[src/hw/rtl/hamming_7_4_char_deframer_macros.svh]
// ----------------------------------------------------------------------------
// Assertion macros for the Hamming(7,4) character deframer
// Implication checks on the rising clock edge, disabled while in reset.
// ----------------------------------------------------------------------------
`ifndef HAMMING_7_4_CHAR_DEFRAMER_MACROS_SVH
`define HAMMING_7_4_CHAR_DEFRAMER_MACROS_SVH

`ifndef SYNTHESIS
// Same-cycle implication
`define H74CD_ASSERT_IMP(label, clk, rst_n, ante, cons) \
  label: assert property (@(posedge clk) disable iff (!rst_n) (ante) |-> (cons)) \
    else $error("h74cd assertion failed");
// Next-cycle implication
`define H74CD_ASSERT_NXT(label, clk, rst_n, ante, cons) \
  label: assert property (@(posedge clk) disable iff (!rst_n) (ante) |=> (cons)) \
    else $error("h74cd assertion failed");
`else
`define H74CD_ASSERT_IMP(label, clk, rst_n, ante, cons)
`define H74CD_ASSERT_NXT(label, clk, rst_n, ante, cons)
`endif

`endif

[src/hw/rtl/h74cd_pkg.sv]
// ----------------------------------------------------------------------------
// h74cd_pkg
// Types and constants shared by the Hamming(7,4) character deframer.
// ----------------------------------------------------------------------------
`default_nettype none

package h74cd_pkg;

  localparam int CODE_BITS = 7;
  localparam int DATA_BITS = 4;
  localparam int CHAR_BITS = 2 * DATA_BITS;

  localparam logic [CHAR_BITS-1:0] LOW_LIMIT_RESET  = 8'd32;
  localparam logic [CHAR_BITS-1:0] HIGH_LIMIT_RESET = 8'd127;

  // Configuration register index
  typedef enum logic [0:0] {
    REG_CHAR_LOW  = 1'b0,
    REG_CHAR_HIGH = 1'b1
  } cfg_reg_t;

  typedef logic [CODE_BITS-1:0] code_word_t;
  typedef logic [DATA_BITS-1:0] nibble_t;
  typedef logic [CHAR_BITS-1:0] char_t;

  // One input request
  typedef struct packed {
    logic code_bit;
    logic line_end;
  } item_t;

  // One result request
  typedef struct packed {
    logic  char_valid;
    char_t out_char;
    logic  line_done;
    logic  line_error;
  } result_t;

endpackage

`default_nettype wire

[src/hw/rtl/h74cd_if.sv]
// ----------------------------------------------------------------------------
// h74cd_in_if / h74cd_out_if
// Valid/ready channels carrying code bits in and decoded results out.
// ----------------------------------------------------------------------------
`default_nettype none

interface h74cd_in_if;
  logic valid;
  logic ready;
  logic code_bit;
  logic line_end;

  modport source (output valid, output code_bit, output line_end, input ready);
  modport sink (input valid, input code_bit, input line_end, output ready);
endinterface

interface h74cd_out_if;
  logic       valid;
  logic       ready;
  logic       char_valid;
  logic [7:0] out_char;
  logic       line_done;
  logic       line_error;

  modport source (output valid, output char_valid, output out_char,
                  output line_done, output line_error, input ready);
  modport sink (input valid, input char_valid, input out_char,
                input line_done, input line_error, output ready);
endinterface

`default_nettype wire

[src/hw/rtl/h74cd_decode.sv]
// ----------------------------------------------------------------------------
// h74cd_decode
// Hamming(7,4) syndrome decoder: corrects one bit, extracts d1..d4.
// ----------------------------------------------------------------------------
`default_nettype none

module h74cd_decode
  import h74cd_pkg::*;
(
  input  code_word_t word_i,   // position 1 in the MSB
  output nibble_t    nibble_o
);

  logic [2:0] syn;
  code_word_t flip;
  code_word_t fixed;

  // Position p sits at bit (7 - p); syndrome is the XOR of set positions
  assign syn[0] = word_i[6] ^ word_i[4] ^ word_i[2] ^ word_i[0];
  assign syn[1] = word_i[5] ^ word_i[4] ^ word_i[1] ^ word_i[0];
  assign syn[2] = word_i[3] ^ word_i[2] ^ word_i[1] ^ word_i[0];

  // Flip the named position; a zero syndrome matches no bit
  always_comb begin
    for (int i = 0; i < CODE_BITS; i++) begin
      flip[i] = (syn == 3'(CODE_BITS - i));
    end
  end

  assign fixed    = word_i ^ flip;
  assign nibble_o = {fixed[4], fixed[2], fixed[1], fixed[0]};

endmodule

`default_nettype wire

[src/hw/rtl/h74cd_framer.sv]
// ----------------------------------------------------------------------------
// h74cd_framer
// Line state: bit assembly, nibble pairing, range check and line error.
// ----------------------------------------------------------------------------
`default_nettype none

module h74cd_framer
  import h74cd_pkg::*;
(
  input  logic    clk,
  input  logic    rst_n,
  input  logic    step_i,       // consume item_i and update state
  input  item_t   item_i,
  input  char_t   low_limit_i,
  input  char_t   high_limit_i,
  output logic    has_result_o,
  output result_t result_o
);

  logic [CODE_BITS-2:0] bit_shift_r, bit_shift_nxt;
  logic [2:0]           bit_count_r, bit_count_nxt;
  nibble_t              high_nibble_r, high_nibble_nxt;
  logic                 pending_r, pending_nxt;
  logic                 error_r, error_nxt;

  code_word_t word;
  logic [2:0] count_inc;
  logic       word_done;
  nibble_t    nib;
  char_t      ch;
  logic       char_formed;
  logic       in_range;
  logic       emit;
  logic       err_set;

  // Assemble the codeword with the incoming bit
  assign word      = {bit_shift_r, item_i.code_bit};
  assign count_inc = bit_count_r + 3'd1;
  assign word_done = (count_inc == 3'(CODE_BITS));

  h74cd_decode u_decode (
    .word_i   (word),
    .nibble_o (nib)
  );

  // Pair nibbles and check the character range
  assign ch          = {high_nibble_r, nib};
  assign char_formed = word_done && pending_r;
  assign in_range    = (ch >= low_limit_i) && (ch <= high_limit_i);
  assign emit        = char_formed && !error_r && in_range;
  assign err_set     = char_formed && !error_r && !in_range;

  // Build the result; a partial codeword at line end is an error
  always_comb begin
    has_result_o        = emit || item_i.line_end;
    result_o.char_valid = emit;
    result_o.out_char   = emit ? ch : '0;
    result_o.line_done  = item_i.line_end;
    result_o.line_error = item_i.line_end && (error_r || err_set || !word_done);
  end

  // Next line state
  always_comb begin
    bit_shift_nxt   = bit_shift_r;
    bit_count_nxt   = bit_count_r;
    high_nibble_nxt = high_nibble_r;
    pending_nxt     = pending_r;
    error_nxt       = error_r;
    if (item_i.line_end) begin
      bit_shift_nxt   = '0;
      bit_count_nxt   = '0;
      high_nibble_nxt = '0;
      pending_nxt     = 1'b0;
      error_nxt       = 1'b0;
    end else if (word_done) begin
      bit_shift_nxt = '0;
      bit_count_nxt = '0;
      if (pending_r) begin
        high_nibble_nxt = '0;
        pending_nxt     = 1'b0;
        error_nxt       = error_r || err_set;
      end else begin
        high_nibble_nxt = nib;
        pending_nxt     = 1'b1;
      end
    end else begin
      bit_shift_nxt = word[CODE_BITS-2:0];
      bit_count_nxt = count_inc;
    end
  end

  // Advance state only on a consumed item
  always_ff @(posedge clk) begin
    if (!rst_n) begin
      bit_shift_r   <= '0;
      bit_count_r   <= '0;
      high_nibble_r <= '0;
      pending_r     <= 1'b0;
      error_r       <= 1'b0;
    end else if (step_i) begin
      bit_shift_r   <= bit_shift_nxt;
      bit_count_r   <= bit_count_nxt;
      high_nibble_r <= high_nibble_nxt;
      pending_r     <= pending_nxt;
      error_r       <= error_nxt;
    end
  end

endmodule

`default_nettype wire

[src/hw/rtl/hamming_7_4_char_deframer.sv]
// ----------------------------------------------------------------------------
// hamming_7_4_char_deframer
// Serial Hamming(7,4) decoder that packs nibble pairs into characters.
//
//   channel  dir  payload                                         handshake
//   in_ch    in   code_bit, line_end                              valid/ready
//   out_ch   out  char_valid, out_char, line_done, line_error     valid/ready
//   cfg      in   cfg_idx, cfg_wdata (char low / high limit)      cfg_we
//
// One bit per cycle while the result register is not stalled; a result passes
// through the input register and the result register around the decode logic.
// Items that produce no result leave the input register without waiting
// on the result side; a full, stalled result register stops the input.
// Reset is synchronous: the line state clears and the limits go to 32/127.
// ----------------------------------------------------------------------------
`default_nettype none
`include "hamming_7_4_char_deframer_macros.svh"

module hamming_7_4_char_deframer
  import h74cd_pkg::*;
(
  input  logic               clk,
  input  logic               rst_n,
  h74cd_in_if.sink           in_ch,
  h74cd_out_if.source        out_ch,
  input  logic               cfg_we,
  input  logic [0:0]         cfg_idx,
  input  logic [CHAR_BITS-1:0] cfg_wdata
);

  char_t   low_limit_r;
  char_t   high_limit_r;
  logic    s1_valid_r;
  item_t   s1_item_r;
  logic    out_valid_r;
  result_t out_res_r;

  logic    out_free;
  logic    has_result;
  result_t result;
  logic    step;
  logic    in_ready;
  cfg_reg_t cfg_reg;

  // Configuration registers
  assign cfg_reg = cfg_reg_t'(cfg_idx);

  always_ff @(posedge clk) begin
    if (!rst_n) begin
      low_limit_r  <= LOW_LIMIT_RESET;
      high_limit_r <= HIGH_LIMIT_RESET;
    end else if (cfg_we) begin
      unique case (cfg_reg)
        REG_CHAR_LOW:  low_limit_r  <= cfg_wdata;
        REG_CHAR_HIGH: high_limit_r <= cfg_wdata;
        default: ;
      endcase
    end
  end

  // Advance the input register unless its result finds the output full
  assign out_free = !out_valid_r || out_ch.ready;
  assign step     = s1_valid_r && (!has_result || out_free);
  assign in_ready = !s1_valid_r || step;

  assign in_ch.ready = in_ready;

  // Input register
  always_ff @(posedge clk) begin
    if (!rst_n) begin
      s1_valid_r <= 1'b0;
    end else if (in_ready) begin
      s1_valid_r <= in_ch.valid;
    end
  end

  always_ff @(posedge clk) begin
    if (in_ready && in_ch.valid) begin
      s1_item_r.code_bit <= in_ch.code_bit;
      s1_item_r.line_end <= in_ch.line_end;
    end
  end

  h74cd_framer u_framer (
    .clk          (clk),
    .rst_n        (rst_n),
    .step_i       (step),
    .item_i       (s1_item_r),
    .low_limit_i  (low_limit_r),
    .high_limit_i (high_limit_r),
    .has_result_o (has_result),
    .result_o     (result)
  );

  // Result register: load a new result, drop it once taken
  always_ff @(posedge clk) begin
    if (!rst_n) begin
      out_valid_r <= 1'b0;
    end else if (step && has_result) begin
      out_valid_r <= 1'b1;
    end else if (out_ch.ready) begin
      out_valid_r <= 1'b0;
    end
  end

  always_ff @(posedge clk) begin
    if (step && has_result) begin
      out_res_r <= result;
    end
  end

  assign out_ch.valid      = out_valid_r;
  assign out_ch.char_valid = out_res_r.char_valid;
  assign out_ch.out_char   = out_res_r.out_char;
  assign out_ch.line_done  = out_res_r.line_done;
  assign out_ch.line_error = out_res_r.line_error;

  // A result without line end always carries a character
  `H74CD_ASSERT_IMP(a_res_has_content, clk, rst_n,
    out_valid_r && !out_res_r.line_done, out_res_r.char_valid)
  // Line error only on a closing result
  `H74CD_ASSERT_IMP(a_err_at_end, clk, rst_n,
    out_valid_r && !out_res_r.line_done, !out_res_r.line_error)
  // No character code without a character
  `H74CD_ASSERT_IMP(a_char_zero, clk, rst_n,
    out_valid_r && !out_res_r.char_valid, out_res_r.out_char == '0)
  // A produced result is presented in the next cycle
  `H74CD_ASSERT_NXT(a_res_loaded, clk, rst_n, step && has_result, out_valid_r)
  // A result never overwrites one still waiting
  `H74CD_ASSERT_IMP(a_no_overrun, clk, rst_n,
    step && has_result && out_valid_r, out_ch.ready)

endmodule

`default_nettype wire
[src/flat_wrapper.sv]
// flat-port wrapper written by rule: the top's interface ports become plain ports
module hamming_7_4_char_deframer_flat import h74cd_pkg::*;
  (clk, rst_n, cfg_we, cfg_idx, cfg_wdata, in_ch_valid, in_ch_code_bit, in_ch_line_end, in_ch_ready, out_ch_valid, out_ch_char_valid, out_ch_out_char, out_ch_line_done, out_ch_line_error, out_ch_ready);
  h74cd_in_if in_ch_i ();
  h74cd_out_if out_ch_i ();
  input  logic clk;
  input  logic rst_n;
  input  logic cfg_we;
  input  logic [0:0] cfg_idx;
  input  logic [CHAR_BITS-1:0] cfg_wdata;
  input wire logic [$bits(in_ch_i.valid)-1:0] in_ch_valid;
  input wire logic [$bits(in_ch_i.code_bit)-1:0] in_ch_code_bit;
  input wire logic [$bits(in_ch_i.line_end)-1:0] in_ch_line_end;
  output wire logic [$bits(in_ch_i.ready)-1:0] in_ch_ready;
  output wire logic [$bits(out_ch_i.valid)-1:0] out_ch_valid;
  output wire logic [$bits(out_ch_i.char_valid)-1:0] out_ch_char_valid;
  output wire logic [$bits(out_ch_i.out_char)-1:0] out_ch_out_char;
  output wire logic [$bits(out_ch_i.line_done)-1:0] out_ch_line_done;
  output wire logic [$bits(out_ch_i.line_error)-1:0] out_ch_line_error;
  input wire logic [$bits(out_ch_i.ready)-1:0] out_ch_ready;
  assign in_ch_i.valid = in_ch_valid;
  assign in_ch_i.code_bit = in_ch_code_bit;
  assign in_ch_i.line_end = in_ch_line_end;
  assign in_ch_ready = in_ch_i.ready;
  assign out_ch_valid = out_ch_i.valid;
  assign out_ch_char_valid = out_ch_i.char_valid;
  assign out_ch_out_char = out_ch_i.out_char;
  assign out_ch_line_done = out_ch_i.line_done;
  assign out_ch_line_error = out_ch_i.line_error;
  assign out_ch_i.ready = out_ch_ready;
  hamming_7_4_char_deframer u_core (.clk(clk), .rst_n(rst_n), .in_ch(in_ch_i), .out_ch(out_ch_i), .cfg_we(cfg_we), .cfg_idx(cfg_idx), .cfg_wdata(cfg_wdata));
endmodule
[config.mk]
export PLATFORM = sky130hd
export DESIGN_NAME = hamming_7_4_char_deframer_flat
export DESIGN_NICKNAME = d
export VERILOG_FILES = /design/src/hw/rtl/h74cd_pkg.sv /design/src/hw/rtl/h74cd_if.sv /design/src/hw/rtl/h74cd_decode.sv /design/src/hw/rtl/h74cd_framer.sv /design/src/hw/rtl/hamming_7_4_char_deframer.sv /design/src/flat_wrapper.sv
export VERILOG_INCLUDE_DIRS = /design/src /design/src/hw/rtl
export SDC_FILE = /design/constraint.sdc
export NUM_CORES = 1
export LEC_CHECK = 0
export BUFFER_PORTS_ARGS = -buffer_cell sky130_fd_sc_hd__buf_2
export CORE_UTILIZATION = 60
export DETAILED_ROUTE_END_ITERATION = 10
export PLACE_DENSITY = 0.81
export SLEW_MARGIN = 10
export SYNTH_ARGS = -nofsm -noshare
export SYNTH_HDL_FRONTEND = slang
export SYNTH_SLANG_ARGS = --single-unit
[constraint.sdc]
create_clock -name clk -period 9.53 [get_ports clk]
set_input_delay 0.953 -clock clk [delete_from_list [all_inputs] [get_ports clk]]
set_output_delay 0.953 -clock clk [all_outputs]
set_load 0.05 [all_outputs]
# Yosys cells after proc, flatten, opt, wreduce, memory -nomap -nowiden
# Index checks and enable logic that the tools add are counted.
# Widths: inputs -> output; s select.
# word_totals
inputBits,16
output_inout_bits,13
ff_bits,46
# op_classes
n_lt_le_gt_ge,2
n_mux,15
bitwise,11
n_reduce_logical,28
n_addsub,1
n_eq_ne,6
# op_table
cell,n
$eq 3x3->1 const B,5
$mux 4,3
$mux 6,2
$logic_and 1x1->1,9
$xor 1x1->1,9
$ge 8x8->1,1
$le 8x8->1,1
$mux 1,8
$logic_not 1->1,6
$logic_or 1x1->1,6
$mux 3,2
$reduce_and 2->1,3
$reduce_bool 2->1,3
$xor 5x5->5,1
$add 3x1->3 const B,1
$eq 3x2->1 const B,1
$reduce_and 3->1,1
$not 1->1,1

# Logic depth before layout (Yosys ltp)
# Gate-level depths: netlist of the first run.
# logic_depth
word_depth,14
mapped_depth,13

# Modules after synthesis
# From an unflattened synthesis of the first run, not the netlist that was laid out.
# hier_totals
hier_cells,332
hier_area_um2,2801.4
# by_module_without_submodules
module,seq_area_each_um2,area_each_um2,n_inst,cells_each
h74cd_framer,300.3,1178.6,1,146
hamming_7_4_char_deframer,750.7,1071.0,1,97
h74cd_decode,0.0,551.8,1,89

# Least setup slack after synthesis of the first run
# No wires, ideal clock.
# synth_path
path_type,register to output
startpoint,reg u_core.u_framer.bit_shift_r[1]
endpoint,out in_ch_ready
n_path_buf,1
t_required_ns,8.577
arrival_time_ns,3.325
path_stages_with_launch,14
slack_ns,5.252
path_cell_list,dfxtp_1 > buf_4 > xnor2_2 > o21ai_1 > and3_4 > a2111oi_4 > o22ai_2 > ha_1 > nand2b_1 > a2111oi_0 > o31a_1 > a211oi_2 > nor2_1 > or2_1
# synth_lines
element,line,text
from (decl),h74cd_framer.sv:20,"logic [CODE_BITS-2:0] bit_shift_r, bit_shift_nxt;"
from (signal assigned),h74cd_framer.sv:101,bit_shift_r <= bit_shift_nxt;
to (decl),flat_wrapper.sv:14,output wire logic [$bits(in_ch_i.ready)-1:0] in_ch_ready;

==> impl_summary.md, run 1 <==
Run status
The run finished with clean final reports.

Global route
The via count of the first global-routing pass is around 2.0k. For this run the aggregate overflow at the end of global routing stands at 0. The wire length of the first global-routing pass is between 9000 and 10000 µm.

The met2 capacity usage during global routing is 0.383. The global routing met1 resource utilization is 0.342. In the global route stage, overall resource usage came out at 0.242.

The maximum number of pins on one net before global-route repair is 46. The most crowded layer after global routing is met2. In the global route stage, met3 resource usage came out at 0.0465. The initial antenna violation count is 0.

Place
Summed over all nets, the half-perimeter wirelength after detailed placement is 3960 µm. Buffers placed on the I/O ports in this run total 28. The number of placed instances with taps included is ~360. The weighted congestion reported at the end of routability-driven placement is approximately 0.9.

Timing
Based on the critical path, the design can be clocked at up to approximately 0.19 GHz. The transition time of the tightest slew-check pin is 947 ps. The worst clock skew is slightly above 10 ps. Of the available clock period, the critical path in the final layout requires 0.553. Setup repair after global routing left no endpoint under its margin. The shortest clock period the worst path allows after layout is roughly 5300 ps. The final-layout setup total negative slack is 0 ps. The number of failing hold endpoints at the final stage is 0.

The relative slew slack is 0.366. The number of failing setup endpoints in the final timing report is 0. The final count of pins violating max slew is 0.

Worst setup path
The arrival time at the worst endpoint is between 4000 and 5000 ps. The number of buffers and inverters on the critical path is 1. On the worst path, the slowest cell contributes a delay of 600 ps. The signal on the critical path passes through xor2_2 > o21ai_1 > and3_4 > a2111oi_4 > o22ai_2 > ha_1 > nand2b_1 > a2111oi_0 > o31a_1 > a211oi_2 > nor2_1 > or2_1 > buf_2. The worst setup path is launched from a register. The largest fanout on the critical path is 9. The worst setup path is captured at a primary output. The slowest stage of the critical path is the sky130_fd_sc_hd__dfxtp_1 cell. The worst setup path is of the reg -> out kind. The data required time of the critical path is around 8600 ps. In this design, the largest share of critical-path delay is due to compound AO/OA/AOI/OAI gates.

Hold path
The path type of the worst min-delay path is reg -> reg.

Clock tree
The clock passes through at most 2 buffers. The CTS tree is built. The number of buffers inserted by post-CTS setup repair is 0.

The clock-pin slew of the registers on the worst-case setup and hold paths is roughly 90 ps. The insertion delay of the later-clocked pin in the worst-skew pair is 310 ps. CTS built an H-tree with a depth of 2.

The TritonCTS sink count is 46. In this run, post-CTS repair resized a total of 0 instances. For this design, the CTS-stage hold fixing added 0 buffers. Clock tree synthesis inserted a total of 5 buffers. The tree is rooted in a sky130_fd_sc_hd__clkbuf_8.

Die
The die covers 4800 µm². The number of core rows is 24. The starting utilization of the core area is 0.624. The I/O pin count is 29. The y dimension of the die is about 70 µm. The width of the die is between 60 and 70 µm. The area of the placeable core is about 4400 µm².

Finish
After the last flow step, the layout net total stands at 348. The ratio of cells with drive above 1 in the final layout is 0.165. After the flow finishes, the layout carries non-filler instances totaling 367. The most common library cell in the layout ignoring fill and taps is sky130_fd_sc_hd__nand2_1. The antenna diode count is 0.

The top cell types in the final layout, fill and taps aside, are sky130_fd_sc_hd__nand2_1, sky130_fd_sc_hd__dfxtp_1, sky130_fd_sc_hd__buf_2, sky130_fd_sc_hd__ha_1, sky130_fd_sc_hd__inv_1. Relative to the synthesized area, the layout overhead comes to 9.62%.

Yosys
The count of warnings emitted by yosys is 0. The number of nets in the synthesized netlist is ~330. Counting flops with an async set or reset pin after synthesis yields a share of 0. The count of flip-flops with a built-in enable after synthesis is 13.

In this run, synthesis produced a sequential element count of 46. The number of cells produced by synthesis is about 300. The area share of the largest cell type after synthesis is 0.243. The largest area contributor in the netlist is sky130_fd_sc_hd__dfxtp_1. The area of the mapped netlist is approximately 2700 µm². Counting distinct cell types in the post-synthesis netlist gives 56. The per-instance average area after synthesis is a little over 9 µm². Of the synthesized area, sequential elements account for 0.387. For this run, the leading register cell type out of synthesis is sky130_fd_sc_hd__dfxtp_1.

Yosys attributes the largest share of cell area to sky130_fd_sc_hd__dfxtp_1, sky130_fd_sc_hd__edfxtp_1, sky130_fd_sc_hd__ha_1.

Power
Summed over all cells, the static leakage comes to 1.20 nW. The worst-case IR drop observed on VDD is roughly 110 µV. Dividing total power by cell area gives a power density of 135 nW/µm².

Detailed routing
The total length of routed wires is between 5000 and 6000 µm. The wire length per cell after detailed routing is ~15 µm. Using the TritonRoute via totals, the vias-per-cell ratio works out to 5.83. The first detailed-routing pass ran for 4 iterations. The count of antenna-violating nets left after detailed routing is 0. The DRC violation total after the first TritonRoute iteration is 190. For this block, the via count after detailed routing is 2141. After detailed routing, the number of remaining DRC violations is 0.

Job
The tool flagged a number of max-cap violations equal to 0.
-- routing by layer --
metal,routed length (µm),up-vias
met5,0,-
met4,57,0
met3,265,6
met2,2580,67
met1,2600,988
li1,-,1080
-- synth_stat cells, types with 5 or more instances --
library cell	instances
sky130_fd_sc_hd__o211ai_1	8
sky130_fd_sc_hd__a21oi_1	14
sky130_fd_sc_hd__and2_1	7
sky130_fd_sc_hd__nor2_1	10
sky130_fd_sc_hd__xnor2_1	5
sky130_fd_sc_hd__inv_1	17
sky130_fd_sc_hd__edfxtp_1	13
sky130_fd_sc_hd__mux2i_1	11
sky130_fd_sc_hd__nand3_1	14
sky130_fd_sc_hd__ha_1	18
sky130_fd_sc_hd__nand2_1	50
sky130_fd_sc_hd__o21ai_0	5
sky130_fd_sc_hd__clkbuf_1	10
sky130_fd_sc_hd__a21boi_0	8
sky130_fd_sc_hd__dfxtp_1	33
-- logic make-up (layout without fill, tap and decap cells) --
kind of cell	Yosys count	count (layout)	synth area share
buffers and inverters	31	54	0.0460
and+or+nand+nor	105	105	0.189
AOI/OAI and AO/OA	70	70	0.208
muxes	12	12	0.0447
xor gates and xnor gates	10	10	0.0433
DFF	46	46	0.387
adders and majority gates	18	18	0.0829
-- sequential cells by signal (all words and copies together), names as in the netlist, 2 cells and up --
name                           flops
u_core.high_limit_r                8
u_core.low_limit_r                 8
u_core.out_ch.out_char             8
u_core.s1_item_r                   2
u_core.u_framer.bit_count_r        3
u_core.u_framer.bit_shift_r        6
u_core.u_framer.high_nibble_r      4
-- final timing paths --
path	from	to	slack, ps	cells after the start
max	u_core.u_framer.bit_shift_r[1]	in_ch_ready	4260	13
min	u_core.low_limit_r[7]	u_core.low_limit_r[7]	470	2
max reg2reg	u_core.u_framer.bit_shift_r[1]	u_core.out_ch.line_error	5030	12
min reg2reg	u_core.low_limit_r[7]	u_core.low_limit_r[7]	470	2
-- worst reg2reg max path, delay by kind of cell, from the launching register on --
| family | cells | cell delay (ps) |
|---|---|---|
| flip-flops | 1 | 600 |
| AO/OA/AOI/OAI | 5 | 950 |
| XOR/XNOR | 1 | 360 |
| adder cells (fa/ha/maj) | 1 | 310 |
| AND/OR/NAND/NOR | 5 | 1900 |
-- through the flow --
stage | util | setup WS, ps | hold WS (ps) | instance area, µm² | power, mW
floorplan | - | 5250 | 424 | 2720 | 0.245
global placement | 0.658 | 4960 | 453 | 2870 | 0.255
detailed placement | 0.658 | 4800 | 460 | 2870 | 0.256
CTS | 0.684 | 4310 | 473 | 2980 | 0.401
global route | 0.684 | 3980 | 509 | 2980 | 0.418
finish | 0.684 | 4260 | 473 | 2980 | 0.403
-- final cells by class --
class,instances,area [µm²]
sequential,46,1050
fill,352,1380
timing repair buffer,28,140
clock inverter,3,45.0
inverter,18,67.6
multi-input combinational,215,1540
tap,52,65.1
clock buffer,5,68.8
-- power breakdown --
group          total (mW)  leakage, nW  internal (mW)  switching [mW]
combinational      0.0408        0.757         0.0145          0.0263
sequential          0.211        0.396          0.207         0.00450
clock               0.151       0.0504         0.0781          0.0725
total               0.403         1.20          0.300           0.103
No activity file was read; power rests on OpenSTA's default activity.
==> inputs of run 2 (changes only) <==
CORE_UTILIZATION = 53   (was 60)
PLACE_DENSITY = 0.76   (was 0.81)
clock period = 4.8 ns   (was 9.53 ns; I/O delays follow)
==> run 2 against run 1 <==
Net effect: clock skew is essentially flat; via count down 0.56%; first-iteration DRC count decreased by 21%; highest routed layer unchanged; sequential share of layout area fell by 0.091 points; sequential cell count stayed put; non-clock buffer count grew 1; combinational power up 97%; die area grew 13%; final area grew 0.38%; core utilization down 6.3 points; total power increased by 83%; count of clock-buffer cells in the layout did not move.
==> impl_summary.md, run 2 (synthesis gave the netlist of run 1 again) <==
Run status
Run status: finished clean (unchanged).

Timing
The final count of pins violating max slew is 0 (unchanged). Setup repair after global routing missed its margin: no (unchanged). The transition time of the tightest slew-check pin is 818 ps (was 947 ps). The fmax is ~0.22 GHz.

The number of failing hold endpoints at the final stage came to 0 (unchanged). The worst clock skew is 10.0 ps (was 10.3 ps). The final worst hold slack is 357 ps (was 473 ps). The part of the cycle the worst path needs is 0.937. The shortest clock period the worst path allows after layout is 4500 ps. The number of failing setup endpoints in the final timing report is 0 (unchanged). The relative slew slack is 0.455 (was 0.366). The worst setup margin is 300 ps (was 4260 ps).

The final-layout setup total negative slack was 0 ps (unchanged).

Clock tree
The clock-pin slew of the registers on the worst-case setup and hold paths is 80 ps (was 90 ps). The CTS root buffer is sky130_fd_sc_hd__clkbuf_8 (unchanged). The clock buffer count from CTS is 5 (unchanged). The maximum count of clock buffers along a single path was 2 (unchanged). The TritonCTS sink count came to 46 (unchanged).

The CTS tree is built (unchanged). The insertion delay of the later-clocked pin in the worst-skew pair is 300 ps (was 310 ps). The depth of the CTS H-tree is 2 (unchanged). The hold-fix buffer count after cts was 0 (unchanged).

Die
The area of the placeable core came to 4820 µm² (was 4350 µm²). The y dimension of the die was 73.6 µm (was 69.3 µm). The I/O pin count came to 29 (unchanged). The number of core rows is 25 (was 24). The starting utilization of the core area is 0.564 (was 0.624).

The area enclosed by the die boundary was 5420 µm² (was 4800 µm²). The width of the die is 73.6 µm (was 69.3 µm).

Power
The share of power burned in the clock network is 0.321 (was 0.374). The switching fraction of total power is 0.264 (was 0.256). The net switching power of the design is 195 µW (was 103 µW). The total power divided by cell area is 246 nW/µm² (was 135 nW/µm²). The proportion of power drawn by flip-flops and latches is 0.570 (was 0.525). The worst ir drop on vdd is 145 µV (was 113 µV). The internal power consumption came to 542 µW (was 300 µW). The fraction of power consumed by combinational cells was 0.109 (was 0.101). The static leakage power is 1.20 nW (about the same).

Place
The number of placed instances with taps included came to 375 (was 359). The post-place setup slack came to 542 ps (was 4800 ps). The placed wire-length estimate is 3900 µm (was 3960 µm).

The weighted congestion reported at the end of routability-driven placement is 0.852 (was 0.897). The number of buffers added on ports was 28 (unchanged).

Detailed routing
The number of vias per cell is 5.56 (was 5.83). The met1 layer wirelength in the final routing came to 2620 µm (was 2600 µm). The total number of vias is 2129 (was 2141). The met2 wire length is 2370 µm (was 2580 µm). The count of antenna-violating nets left after detailed routing is 0 (unchanged). The wire length per cell after detailed routing came to 13.9 µm (was 15.0 µm). The detailed route wirelength on metal3 is 263 µm (was 265 µm). The total length of routed wires came to 5310 µm (was 5510 µm). The number of iterations in the first detailed-routing pass is 4 (unchanged). The number of design rule violations left after detail routing is 0 (unchanged). The DRC violation total after the first TritonRoute iteration is 151 (was 190).

The top layer reached by signal wires is met4 (unchanged).

Global route
The via count of the first global-routing pass is 1906 (was 2006). The total track usage came to 0.216 (was 0.242). The wire length of the first global-routing pass came to 9020 µm (was 9380 µm). The remaining global-route overflow was 0 (unchanged). The initial antenna violation count is 0 (unchanged). The maximum number of pins on one net before global-route repair is 46 (unchanged).

Worst setup path
The slack of the worst reg-to-reg path is 900 ps (was 5030 ps). The slowest cell on the critical path is sky130_fd_sc_hd__edfxtp_1 (was sky130_fd_sc_hd__dfxtp_1). The critical path class was reg -> out (unchanged). The total number of cells along the worst setup path was 13 (unchanged).

The kind of capture point of the worst setup path is a primary output (unchanged). The arrival time at the worst endpoint was 4020 ps (was 4320 ps). The largest fanout on the critical path is 12 (was 9). Crit path cell chain: inv_2 > o21ai_1 > a21oi_1 > a2111o_1 > nand2_1 > ha_1 > nor2b_1 > o21ai_0 > nand4bb_1 > a211oi_4 > nor2_1 > or2_1 > buf_2 (was xor2_2 > o21ai_1 > and3_4 > a2111oi_4 > o22ai_2 > ha_1 > nand2b_1 > a2111oi_0 > o31a_1 > a211oi_2 > nor2_1 > or2_1 > buf_2). The critical path buffer and inverter count is 2 (was 1).

The top cell family by delay on the critical path is compound AO/OA/AOI/OAI gates (unchanged). The data required time of the critical path was 4320 ps (was 8580 ps). The critical register-to-register path endpoint is u_core.out_ch.line_done (was u_core.out_ch.line_error). The peak per-stage delay on the critical path is 660 ps (was 600 ps). The critical path launch point is u_core.s1_item_r[1] (was u_core.u_framer.bit_shift_r[1]). The destination of the critical timing path was in_ch_ready (unchanged). The depth of the most critical reg-to-reg path is 13 (was 12). The origin of the critical flop-to-flop path is u_core.s1_item_r[1] (was u_core.u_framer.bit_shift_r[1]).

The startpoint type of the worst setup path is a register (unchanged).

Finish
The area added between synthesis and finish is 10.0% (was 9.62%). The most common library cell in the layout ignoring fill and taps is sky130_fd_sc_hd__nand2_1 (unchanged). The antenna diode count was 0 (unchanged).

The final standard cell count with taps included and fillers excluded was 383 (was 367). Most frequent cells in the layout: sky130_fd_sc_hd__nand2_1, sky130_fd_sc_hd__dfxtp_1, sky130_fd_sc_hd__buf_2, sky130_fd_sc_hd__ha_1, sky130_fd_sc_hd__inv_1 (unchanged). The count of nets after finishing came to 349 (was 348). The post-layout utilization of the core is 0.621 (was 0.684). The ratio of cells with drive above 1 in the final layout is 0.171 (was 0.165).

Job
The max-cap violation count is 0 (unchanged).

Hold path
The path type of the worst min-delay path is in -> reg (was reg -> reg).
## run 2: power groups by stage
stage               Sequential (mW)  Clock (mW)  Combinational (mW)
floorplan                     0.432           0              0.0543
global placement              0.428           0              0.0782
detailed placement            0.429           0              0.0794
CTS                           0.420       0.243              0.0802
global route                  0.421       0.257              0.0905
finish                        0.420       0.237              0.0804
## run 2: through the flow
stage	total power [mW]	area, µm²
after global placement	0.507	2890
final	0.737	2990
after global routing	0.769	2990
after floorplan	0.487	2720
after CTS	0.743	2980
after detailed placement	0.508	2890
## run 2: what timing repair did
action,CTS,global route
gates resized for setup,0,2
buffers inserted,0,0
setup endpoints to repair,0,1
## run 2: worst register-to-register path, cell delays in order (launching register included)
cell                        delay, ps
sky130_fd_sc_hd__edfxtp_1         660
sky130_fd_sc_hd__inv_2            200
sky130_fd_sc_hd__o21ai_1          220
sky130_fd_sc_hd__a21oi_1           90
sky130_fd_sc_hd__a2111o_1         440
sky130_fd_sc_hd__nand2_1          140
sky130_fd_sc_hd__ha_1             250
sky130_fd_sc_hd__nor2b_1          130
sky130_fd_sc_hd__o21ai_0          190
sky130_fd_sc_hd__nand4bb_1        320
sky130_fd_sc_hd__a211oi_4         470
sky130_fd_sc_hd__nor2_1           180
sky130_fd_sc_hd__nor2_1           130
sky130_fd_sc_hd__buf_4            210
## run 2: worst min-delay path by stage
stage	depth (start not counted)	end	startpoint
after detailed placement	2	u_core.low_limit_r[2]	u_core.low_limit_r[2]
after CTS	1	u_core.s1_item_r[0]	in_ch_line_end
after global routing	1	u_core.s1_item_r[1]	in_ch_code_bit
after global placement	2	u_core.low_limit_r[4]	u_core.low_limit_r[4]
final	1	u_core.s1_item_r[0]	in_ch_line_end
after floorplan	0	u_core.out_ch.line_done	u_core.s1_item_r[0]
## run 2: final cells by class
| type | count | area (µm²) |
|---|---|---|
| Clock inverter | 3 | 21.3 |
| Multi-Input combinational cell | 215 | 1550 |
| Inverter | 18 | 67.6 |
| Sequential cell | 46 | 1050 |
| Tap cell | 67 | 83.8 |
| Clock buffer | 5 | 68.8 |
| Timing Repair Buffer | 29 | 148 |
| Fill cell | 423 | 1830 |
## run 2: metal layers
metal,vias to the layer above,global-route usage
li1,1089,-
met1,979,0.318
met2,55,0.322
met3,6,0.0370
met4,0,0.0641
met5,-,0
==> inputs of run 3 (changes only) <==
CORE_UTILIZATION = 45   (was 53)
PLACE_DENSITY = 0.66   (was 0.76)
==> run 3 against run 2 <==
Net effect: core utilization is 8.7 points lower; worst hold slack worse by 9.3 ps; sequential share of layout area is 0.38 points lower; die area is 17% higher; clock skew is 2.0 ps lower; clock power is 19% higher; sequential cell count stayed put; cell count is 1.6% higher; final area is 1.2% higher; via count is 0.38% higher; setup slack better by 110 ps; global-route usage is 2.7 points lower; critical path type unchanged; largest cell class unchanged.
==> impl_summary.md, run 3 (synthesis gave the netlist of run 1 again) <==
Detailed routing
The total number of vias is 2137 (was 2129). The number of design rule violations left after detail routing is 0 (unchanged). The met1 layer wirelength in the final routing is 2680 µm (was 2620 µm).

The met2 wire length is 2430 µm (was 2370 µm). The DRC violation total after the first TritonRoute iteration is 149 (was 151). The count of antenna-violating nets left after detailed routing was 0 (unchanged). The wire length per cell after detailed routing is 13.9 µm (about the same). The detailed route wirelength on metal3 is 237 µm (was 263 µm). The number of iterations in the first detailed-routing pass is 4 (unchanged). The number of vias per cell is 5.49 (was 5.56). The top layer reached by signal wires is met4 (unchanged).

The total length of routed wires is 5400 µm (was 5310 µm).

Die
The starting utilization of the core area is 0.479 (was 0.564). The area of the placeable core is 5680 µm² (was 4820 µm²). The y dimension of the die was 79.7 µm (was 73.6 µm). The I/O pin count is 29 (unchanged). The width of the die was 79.7 µm (was 73.6 µm).

The area enclosed by the die boundary is 6350 µm² (was 5420 µm²). The number of core rows is 27 (was 25).

Timing
The final-layout setup total negative slack is 0 ps (unchanged). Setup repair after global routing missed its margin: no (unchanged). The number of failing setup endpoints in the final timing report was 0 (unchanged). The relative slew slack is 0.483 (was 0.455).

The transition time of the tightest slew-check pin is 775 ps (was 818 ps). The final worst hold slack is 347 ps (was 357 ps). The number of failing hold endpoints at the final stage is 0 (unchanged). The fmax came to 0.228 GHz (was 0.222 GHz). The part of the cycle the worst path needs was 0.914 (was 0.937). The shortest clock period the worst path allows after layout came to 4390 ps (was 4500 ps). The final count of pins violating max slew is 0 (unchanged). The worst clock skew came to 8.00 ps (was 10.0 ps).

Power
The share of power burned in the clock network came to 0.361 (was 0.321). The proportion of power drawn by flip-flops and latches is 0.535 (was 0.570). The net switching power of the design is 190 µW (was 195 µW). The post-layout total power is 784 µW (was 737 µW).

The fraction of power consumed by combinational cells came to 0.104 (was 0.109). The total power divided by cell area came to 259 nW/µm² (was 246 nW/µm²). The worst ir drop on vdd is 159 µV (was 145 µV).

The switching fraction of total power is 0.243 (was 0.264). The static leakage power is 1.22 nW (was 1.20 nW). The internal power consumption is 594 µW (was 542 µW).

Hold path
The path type of the worst min-delay path is in -> reg (unchanged). The worst min-delay path startpoint is in_ch_line_end (unchanged). The instance count along the most critical hold path is 1 (unchanged).

The end of the worst hold path was u_core.s1_item_r[0] (unchanged).

Finish
The area added between synthesis and finish was 11.4% (was 10.0%). The count of nets after finishing is 350 (was 349). Most frequent cells in the layout: sky130_fd_sc_hd__nand2_1, sky130_fd_sc_hd__dfxtp_1, sky130_fd_sc_hd__buf_2, sky130_fd_sc_hd__ha_1, sky130_fd_sc_hd__inv_1 (unchanged). The post-layout instance area is 3030 µm² (was 2990 µm²). The ratio of cells with drive above 1 in the final layout was 0.180 (was 0.171). The most common library cell in the layout ignoring fill and taps is sky130_fd_sc_hd__nand2_1 (unchanged). The antenna diode count is 0 (unchanged).

Clock tree
The hold-fix buffer count after cts is 0 (unchanged). The clock buffer count from CTS was 5 (unchanged). The clock-pin slew of the registers on the worst-case setup and hold paths is 80 ps (about the same). The CTS tree is built (unchanged). The depth of the CTS H-tree was 2 (unchanged).

The TritonCTS sink count was 46 (unchanged). The maximum count of clock buffers along a single path was 2 (unchanged). The number of buffers inserted by post-CTS setup repair was 0 (unchanged). The insertion delay of the later-clocked pin in the worst-skew pair is 300 ps (about the same). The CTS root buffer is sky130_fd_sc_hd__clkbuf_8 (unchanged).

Worst setup path
The top cell family by delay on the critical path is simple AND/OR/NAND/NOR gates (was compound AO/OA/AOI/OAI gates). The origin of the critical flop-to-flop path is u_core.u_framer.bit_shift_r[5] (was u_core.s1_item_r[1]). The largest fanout on the critical path is 9 (was 12). The slack of the worst reg-to-reg path was 1020 ps (was 900 ps). The peak per-stage delay on the critical path is 490 ps (was 660 ps).

The depth of the most critical reg-to-reg path came to 13 (unchanged). The slowest cell on the critical path is sky130_fd_sc_hd__or4_4 (was sky130_fd_sc_hd__edfxtp_1). The startpoint type of the worst setup path was a register (unchanged). Crit path cell chain: xor2_2 > a21o_1 > a21oi_1 > or4_4 > o31ai_4 > ha_1 > and2_1 > o21ai_0 > nand4bb_1 > a211oi_4 > nor2_2 > or2_1 > buf_2 (was inv_2 > o21ai_1 > a21oi_1 > a2111o_1 > nand2_1 > ha_1 > nor2b_1 > o21ai_0 > nand4bb_1 > a211oi_4 > nor2_1 > or2_1 > buf_2). The arrival time at the worst endpoint came to 3910 ps (was 4020 ps). The data required time of the critical path is 4320 ps (about the same).

The kind of capture point of the worst setup path is a primary output (unchanged). The total number of cells along the worst setup path is 13 (unchanged). The critical register-to-register path endpoint was u_core.out_ch.out_char[1] (was u_core.out_ch.line_done). The critical path buffer and inverter count came to 1 (was 2).

The critical path class is reg -> out (unchanged).

Global route
The maximum number of pins on one net before global-route repair is 46 (unchanged). The initial antenna violation count is 0 (unchanged). The total track usage is 0.189 (was 0.216). The wire length of the first global-routing pass is 9270 µm (was 9020 µm). The via count of the first global-routing pass is 1988 (was 1906).

The remaining global-route overflow came to 0 (unchanged).

Place
The number of buffers added on ports is 28 (unchanged). The placed wire-length estimate is 4050 µm (was 3900 µm). The standard cell area after detailed placement is 2910 µm² (was 2890 µm²).

The weighted congestion reported at the end of routability-driven placement came to 0.816 (was 0.852).

Run status
Run status: finished clean (unchanged).

Job
The max-cap violation count is 0 (unchanged).
## run 3: cell types whose count changed in the layout (fill, tap and decap cells not counted)
cell,before,now
sky130_fd_sc_hd__clkinvlp_4,1,0
sky130_fd_sc_hd__nor2_1,10,9
sky130_fd_sc_hd__dfxtp_2,1,2
sky130_fd_sc_hd__clkinv_4,1,0
sky130_fd_sc_hd__dfxtp_1,32,31
sky130_fd_sc_hd__nor2_2,0,1
sky130_fd_sc_hd__bufinv_16,0,1
sky130_fd_sc_hd__buf_4,1,2
sky130_fd_sc_hd__clkinv_2,1,2
## run 3: timing repair
item | 4_1_cts | 5_1_grt
gates resized for setup | 0 | 4
hold endpoints to repair | 0 | 0
setup endpoints to repair | 0 | 1
## run 3: worst max-delay path by stage
stage	start	to
6_report	u_core.u_framer.bit_shift_r[5]	in_ch_ready
2_1_floorplan	u_core.u_framer.bit_shift_r[1]	in_ch_ready
3_5_place_dp	u_core.u_framer.bit_shift_r[1]	in_ch_ready
4_1_cts	u_core.u_framer.bit_shift_r[1]	in_ch_ready
3_3_place_gp	u_core.u_framer.bit_shift_r[1]	in_ch_ready
5_1_grt	u_core.u_framer.bit_shift_r[5]	in_ch_ready
## run 3: layout make-up
type                    instances  area (µm²)
multi-input cells             215        1550
clock inverters                 3        40.0
flip-flops and latches         46        1050
inverters                      18        67.6
clock buffers                   5        68.8
well taps                      72        90.1
fillers                       529        2650
repair buffers                 30         155
## run 3: power by group through the flow
stage | combinational, mW | sequential, mW | clock, mW
2_1_floorplan | 0.0543 | 0.432 | 0
3_3_place_gp | 0.0797 | 0.428 | 0
3_5_place_dp | 0.0808 | 0.428 | 0
4_1_cts | 0.0814 | 0.419 | 0.291
5_1_grt | 0.0920 | 0.421 | 0.311
6_report | 0.0819 | 0.419 | 0.283
## run 3: routing by layer
metal	up-vias	global-route usage
met2	51	0.299
li1	1096	-
met1	985	0.257
met4	0	0.0655
met3	5	0.0343
met5	-	0
## run 3: metrics by stage
step	utilization	worst slack, ps	std cells
floorplan	-	995	292
global placement	0.512	649	381
detailed placement	0.512	502	381
CTS	0.531	173	389
global route	0.533	108	389
finish	0.533	413	389
